File: config.mk
export PLATFORM = sky130hd
export DESIGN_NAME = http_request_head_parser
export DESIGN_NICKNAME = d
export VERILOG_FILES = /design/src/hw/rtl/hrhp_pkg.sv /design/src/hw/rtl/http_request_head_parser.sv
export SDC_FILE = /design/constraint.sdc
export NUM_CORES = 1
export LEC_CHECK = 0
export ABC_AREA = 0
export BUFFER_PORTS_ARGS = -buffer_cell sky130_fd_sc_hd__buf_2
export CORE_MARGIN = 2
export CORE_UTILIZATION = 44
export DETAILED_ROUTE_END_ITERATION = 6
export HOLD_SLACK_MARGIN = 0.06
export SLEW_MARGIN = 20
export SYNTH_ARGS = -nofsm -noshare
export SYNTH_HDL_FRONTEND = slang
export SYNTH_SLANG_ARGS = --single-unit
File: constraint.sdc
create_clock -name clk_i -period 2.8 [get_ports clk_i]
set_input_delay 0.56 -clock clk_i [delete_from_list [all_inputs] [get_ports clk_i]]
set_output_delay 0.56 -clock clk_i [all_outputs]
set_load 0.01 [all_outputs]
File: src/hw/rtl/hrhp_pkg.sv
package hrhp_pkg;

  localparam logic [1:0] PhLine = 2'd0;
  localparam logic [1:0] PhHead = 2'd1;
  localparam logic [1:0] PhDone = 2'd2;
  localparam logic [1:0] PhFail = 2'd3;

  localparam logic [2:0] PosMethod  = 3'd0;
  localparam logic [2:0] PosTarget  = 3'd1;
  localparam logic [2:0] PosLit     = 3'd2;
  localparam logic [2:0] PosVersion = 3'd7;

  localparam logic [2:0] RoleMethod  = 3'd0;
  localparam logic [2:0] RoleTarget  = 3'd1;
  localparam logic [2:0] RoleVersion = 3'd2;
  localparam logic [2:0] RoleSep     = 3'd3;
  localparam logic [2:0] RoleHeader  = 3'd4;
  localparam logic [2:0] RoleTerm    = 3'd5;
  localparam logic [2:0] RoleIgnored = 3'd6;

  localparam logic [2:0] VerNone     = 3'd0;
  localparam logic [2:0] VerAccept   = 3'd1;
  localparam logic [2:0] VerReject   = 3'd2;
  localparam logic [2:0] VerHdrEnd   = 3'd3;
  localparam logic [2:0] VerComplete = 3'd4;

  localparam logic [7:0] ChCr    = 8'h0D;
  localparam logic [7:0] ChLf    = 8'h0A;
  localparam logic [7:0] ChSp    = 8'h20;
  localparam logic [7:0] ChColon = 8'h3A;

  typedef struct packed {
    logic [1:0] phase;
    logic [2:0] pos;
    logic       bad;
    logic       colon;
  } hrhp_line_t;

  typedef struct packed {
    hrhp_line_t st;
    logic [2:0] role;
  } hrhp_step_t;

  typedef struct packed {
    logic [7:0] data;
    logic [2:0] role;
    logic [2:0] verdict;
    logic       last;
  } hrhp_res_t;

  // expected character of the protocol literal "HTTP/"
  function automatic logic [7:0] proto_char(logic [2:0] idx);
    logic [7:0] c;
    case (idx)
      3'd0:    c = 8'h48;
      3'd1:    c = 8'h54;
      3'd2:    c = 8'h54;
      3'd3:    c = 8'h50;
      3'd4:    c = 8'h2F;
      default: c = 8'h00;
    endcase
    return c;
  endfunction

  function automatic hrhp_step_t take_content(hrhp_line_t s, logic [7:0] b);
    hrhp_step_t r;
    logic [2:0] idx;
    r.st = s;
    r.role = RoleSep;
    idx = s.pos - PosLit;
    if (s.phase == PhHead) begin
      if (b == ChColon) r.st.colon = 1'b1;
      r.role = RoleHeader;
    end else if (!s.bad) begin
      case (s.pos)
        PosMethod: begin
          if (b == ChSp) r.st.pos = PosTarget;
          else r.role = RoleMethod;
        end
        PosTarget: begin
          if (b == ChSp) r.st.pos = PosLit;
          else r.role = RoleTarget;
        end
        PosVersion: begin
          if (b == ChSp) r.st.bad = 1'b1;
          else r.role = RoleVersion;
        end
        default: begin
          if (b == proto_char(idx)) r.st.pos = s.pos + 3'd1;
          else r.st.bad = 1'b1;
        end
      endcase
    end
    return r;
  endfunction

endpackage

File: src/hw/rtl/http_request_head_parser.sv
// Each result beat is registered into the result queue when its input is taken.
// Throughput: one input beat per cycle; a line end or a late CR yields two
// result beats, which drain through a four-entry queue at one a cycle while the
// output is ready. The input stalls while fewer than two queue slots are free.
// Reset: asynchronous, active low; clears parser state and empties the queue.
module http_request_head_parser
  import hrhp_pkg::*;
(
  input  logic       clk_i,
  input  logic       rst_ni,
  input  logic       s_axis_tvalid,
  output logic       s_axis_tready,
  input  logic [7:0] s_axis_tdata,   // [7:0] data_byte
  output logic       m_axis_tvalid,
  input  logic       m_axis_tready,
  output logic [7:0] m_axis_tdata,   // [7:0] out_byte
  output logic [5:0] m_axis_tuser,   // [2:0] role, [5:3] verdict
  output logic       m_axis_tlast    // last
);

  hrhp_line_t st_q, st_d;
  logic       cr_q, cr_d;
  hrhp_res_t  r0, r1;
  logic [1:0] n;
  logic [2:0] verdict;
  hrhp_step_t t_cr, t_after_cr, t_plain;
  hrhp_line_t st_end;

  hrhp_res_t  fifo_q [4];
  logic [1:0] wr_q, rd_q;
  logic [2:0] count_q, count_d;
  logic       s_acc, m_acc;
  hrhp_res_t  head;

  assign s_acc = s_axis_tvalid && s_axis_tready;
  assign m_acc = m_axis_tvalid && m_axis_tready;
  assign s_axis_tready = (count_q <= 3'd2);
  assign m_axis_tvalid = (count_q != 3'd0);

  assign t_cr       = take_content(st_q, ChCr);
  assign t_after_cr = take_content(t_cr.st, s_axis_tdata);
  assign t_plain    = take_content(st_q, s_axis_tdata);

  always_comb begin
    st_end = st_q;
    st_end.pos = PosMethod;
    st_end.bad = 1'b0;
    st_end.colon = 1'b0;
    if (st_q.phase == PhLine) begin
      if (!st_q.bad && st_q.pos == PosVersion) begin
        verdict = VerAccept;
        st_end.phase = PhHead;
      end else begin
        verdict = VerReject;
        st_end.phase = PhFail;
      end
    end else if (st_q.colon) begin
      verdict = VerHdrEnd;
    end else begin
      verdict = VerComplete;
      st_end.phase = PhDone;
    end
  end

  always_comb begin
    st_d = st_q;
    cr_d = cr_q;
    n = 2'd0;
    r0 = '{data: s_axis_tdata, role: RoleIgnored, verdict: VerNone, last: 1'b1};
    r1 = '{data: s_axis_tdata, role: RoleTerm, verdict: VerNone, last: 1'b1};
    if (st_q.phase == PhDone || st_q.phase == PhFail) begin
      n = 2'd1;
    end else if (cr_q) begin
      if (s_axis_tdata == ChLf) begin
        r0 = '{data: ChCr, role: RoleTerm, verdict: VerNone, last: 1'b0};
        r1.verdict = verdict;
        n = 2'd2;
        st_d = st_end;
        cr_d = 1'b0;
      end else if (s_axis_tdata == ChCr) begin
        r0 = '{data: ChCr, role: t_cr.role, verdict: VerNone, last: 1'b1};
        n = 2'd1;
        st_d = t_cr.st;
      end else begin
        r0 = '{data: ChCr, role: t_cr.role, verdict: VerNone, last: 1'b0};
        r1.role = t_after_cr.role;
        n = 2'd2;
        st_d = t_after_cr.st;
        cr_d = 1'b0;
      end
    end else if (s_axis_tdata == ChCr) begin
      cr_d = 1'b1;
    end else begin
      r0.role = t_plain.role;
      n = 2'd1;
      st_d = t_plain.st;
    end
  end

  always_comb begin
    count_d = count_q;
    if (s_acc) count_d = count_d + {1'b0, n};
    if (m_acc) count_d = count_d - 3'd1;
  end

  always_ff @(posedge clk_i or negedge rst_ni) begin
    if (!rst_ni) begin
      st_q <= '{phase: PhLine, pos: PosMethod, bad: 1'b0, colon: 1'b0};
      cr_q <= 1'b0;
      wr_q <= 2'd0;
      rd_q <= 2'd0;
      count_q <= 3'd0;
    end else begin
      if (s_acc) begin
        st_q <= st_d;
        cr_q <= cr_d;
        wr_q <= wr_q + n;
      end
      if (m_acc) rd_q <= rd_q + 2'd1;
      count_q <= count_d;
    end
  end

  always_ff @(posedge clk_i) begin
    if (s_acc && n != 2'd0) fifo_q[wr_q] <= r0;
    if (s_acc && n == 2'd2) fifo_q[wr_q + 2'd1] <= r1;
  end

  assign head = fifo_q[rd_q];
  assign m_axis_tdata = head.data;
  assign m_axis_tuser = {head.verdict, head.role};
  assign m_axis_tlast = head.last;

`ifndef ASSERT_OFF
  a_count_bound: assert property (@(posedge clk_i) disable iff (!rst_ni)
    count_q <= 3'd4) else $error("result queue overflow");

  a_done_sticky: assert property (@(posedge clk_i) disable iff (!rst_ni)
    (st_q.phase == PhDone) |=> (st_q.phase == PhDone))
    else $error("completed request left done phase");

  a_fail_sticky: assert property (@(posedge clk_i) disable iff (!rst_ni)
    (st_q.phase == PhFail) |=> (st_q.phase == PhFail))
    else $error("rejected request left fail phase");

  a_cr_active: assert property (@(posedge clk_i) disable iff (!rst_ni)
    cr_q |-> (st_q.phase == PhLine || st_q.phase == PhHead))
    else $error("CR held outside an active line");

  a_verdict_term: assert property (@(posedge clk_i) disable iff (!rst_ni)
    (m_axis_tvalid && head.verdict != VerNone) |-> (head.role == RoleTerm && head.last))
    else $error("verdict on a beat that is not a line end");
`endif

endmodule
==> metrics <==
die area=0.0101 sq mm; Syn Std Cell Area=0.00412 sq mm; CTS tree=built; post-DR wirelength/cell=18.0 um; status=completed; Layout Nets=439; # rows=35; cts hold-fix bufs=0; initial antenna violation count=0; pin count of the biggest net entering global routing=19; arrival time at the worst endpoint=2990 ps; CTS sink cnt=75; Top Ports=29; sequential area share after synthesis=0.519; Placed Instance Area=0.00464 sq mm; worst skew pair latency=350 ps; vias per std cell=5.75; r2r setup slk=330 ps; FF+latch count, synth=75; LEAKAGE=1.82 nW; syn_nets=381; clock transition at the registers of the reported paths=80 ps; DRT Wirelength=9620 um; CTS root buf=clkbuf_8; Max-Cap Viols=0; global-route usage over all layers=0.202; gr ovfl total=0; crit path from=s_axis_tdata[6]; Worst EP required=3070 ps; number of flops mapped to enable cells by yosys=56; synthesized netlist cell count=359; final setup violation count=0; Tot Pwr=3.91 mW; number of port buffers=28; hold slack=107 ps; Pre-antenna DRT Iters=4; VDD IR max=0.000398 V; layout cells sized above 1=0.289; Syn Area/Cell=11.5 sq um; core box area=0.00915 sq mm; worst setup path endpoint=count_q[1]; synthesis-to-finish area growth=19.9%; DRT iter0 DRCs=177; via count=3067; hpwl dp=7080 um; Routed Antenna Nets=0; worst rel slew slack=0.614; Final min period=2720 ps; Final Cell Area=0.00494 sq mm; critical path peak fanout=2; cell depth of the worst flop-to-flop path=7; # DRC=0; CP startpoint kind=primary input; total CTS buffers=9; Top FF cell, synth=edfxtp_1; CP endpoint kind=flip-flop; Setup Crit Path Kind=primary input to flip-flop; Die H=101 um; post-synthesis async set-or-reset flop share=0.200; clock buffer depth=2; launching point of the worst reg2reg path=st_q[2]; fmax=368 MHz; Final Skew=7.79 ps; setup TNS=0 ps; post-route clock period utilization=0.970; max-slew violation count=0; final hold vios=0; Die X-Extent=101 um; dpl ws=-380 ps; H-tree levels=3; wire length of the first global-routing pass=15500 um; reg2reg end=fifo_q[0][4]; final worst setup slack=83.8 ps; Hold Crit Class=primary input to asynchronous set/reset pin; Synth Warn #=0; Cell variety after synth=62; vias in the first global route=3006; Initial Utilization=0.450; routability cong.=0.917; ANT cells=0; Slew @ Worst Pin=574 ps; Power Dens Cells=791 mW/mm^2
[Yosys cell counts (2+ instances only)]
cell type   n  share of area
xnor2_1     3         0.0064
a41oi_1     2         0.0043
dfrtp_1    15          0.091
mux4_2     15          0.082
xor2_1      5          0.011
or2_1       2         0.0030
buf_1       2         0.0018
o21ai_0     6         0.0073
nor4b_1     2         0.0043
nand4_1     4         0.0061
a21oi_1    16          0.019
a31oi_1     5         0.0076
nor3_1      6         0.0073
dfxtp_1     4          0.019
o21a_1     17          0.031
mux2_1      2         0.0055
mux2_2      2         0.0055
inv_1       9         0.0082
o22ai_1    13          0.020
nand2_2     2         0.0030
nand3b_1    3         0.0055
nand2b_1    3         0.0046
a211oi_1    5         0.0091
edfxtp_1   56           0.41
nand3_1     3         0.0036
and2_1     23          0.035
nor2b_1     4         0.0061
mux2i_1     4         0.0097
nor2_1     47          0.043
nand2_1    18          0.016
o31ai_1     2         0.0036
o211ai_1    2         0.0036
ha_1        9          0.027
nor4_1      2         0.0030
clkbuf_1   18          0.016
nand3_2     2         0.0049
[repair_timing]
action / in CTS / in global routing
gates resized for setup: 1 / 4
pin swaps: 0 / 2
buffers inserted: 0 / 2
setup endpoints to repair: 1 / 2
[final cells by class]
| cell class | count | area (sq um) |
|---|---|---|
| inverters | 10 | 37.5 |
| clock inverters | 5 | 108 |
| clock buffers | 11 | 151 |
| flip-flops and latches | 75 | 2140 |
| repair buffers | 69 | 473 |
| multi-input cells | 252 | 1890 |
| fillers | 796 | 4220 |
| well taps | 111 | 139 |
[routing by layer]
metal / vias to the layer above / share of wire / global-route usage
li1: 1456 / - / -
met2: 80 / 0.49 / 0.334
met5: - / 0 / 0
met3: 24 / 0.043 / 0.0381
met4: 0 / 0.026 / 0.0759
met1: 1507 / 0.44 / 0.265
[layout by cell type, fill, tap and decap left out, types with 3 or more instances in the layout]
cell type  netlist  layout
clkbuf_8         0      11
dfrtp_1         15      15
o21a_1          17      17
nor2_1          47      47
inv_1            9       9
a211oi_1         5       5
a21oi_2          0       3
bufinv_16        0       3
edfxtp_1        56      56
buf_4            0      39
mux4_2          15      15
nand2_1         18      17
dfxtp_1          4       4
nand2_2          2       3
ha_1             9       7
nand4_1          4       4
o21ai_0          6       6
a31oi_1          5       5
nor3_1           6       6
nor2b_1          4       4
nand2b_1         3       3
nand3b_1         3       3
o22ai_1         13      13
a21oi_1         16      13
and2_1          23      23
buf_2            1      28
nand3_1          3       3
xor2_1           5       5
mux2i_1          4       4
[worst min path at each step]
stage / slack, ps / depth (start not counted) / endpoint / startpoint
after floorplan: 260 / 0 / count_q[0] / rst_ni
after global placement: 450 / 1 / fifo_q[0][0] / fifo_q[0][0]
after detailed placement: 450 / 1 / fifo_q[2][0] / fifo_q[2][0]
after CTS: 100 / 1 / st_q[6] / rst_ni
after global routing: 120 / 1 / st_q[6] / rst_ni
final: 110 / 1 / st_q[6] / rst_ni
[per-stage QoR]
step / util / cells
after global placement: 0.506 / 515
final: 0.539 / 533
after CTS: 0.535 / 531
after global routing: 0.539 / 533
after floorplan: - / 359
after detailed placement: 0.506 / 515
[cell families after synthesis]
kind of cell / Yosys count / share of synthesized area
adder cells (fa/ha/maj): 10 / 0.0322
buffers and inverters: 32 / 0.0313
AO/OA/AOI/OAI: 79 / 0.127
XOR/XNOR: 8 / 0.0170
multiplexers: 23 / 0.103
flip-flops: 75 / 0.519
AND/OR/NAND/NOR: 132 / 0.170
[critical path, cell delays in order]
cell and delay, ps:
buf_2 100, or4_4 530, or2_4 290, xnor2_2 130, nand2b_1 110, ha_2 170, inv_1 40, fa_1 470
nor2_1 50, a21oi_2 170, ha_4 220, mux2i_1 140
[power breakdown]
part	total (mW)	internal, mW	switching (mW)
combinational	1.31	0.650	0.664
clock	1.07	0.646	0.426
sequential	1.52	1.40	0.123
[registers in the layout (all words and copies together), names as in the netlist]
signal,flops
count_q,3
cr_q,1
fifo_q,60
rd_q,2
st_q,7
wr_q,2
Note: power is estimated with default switching activity, not from simulation.
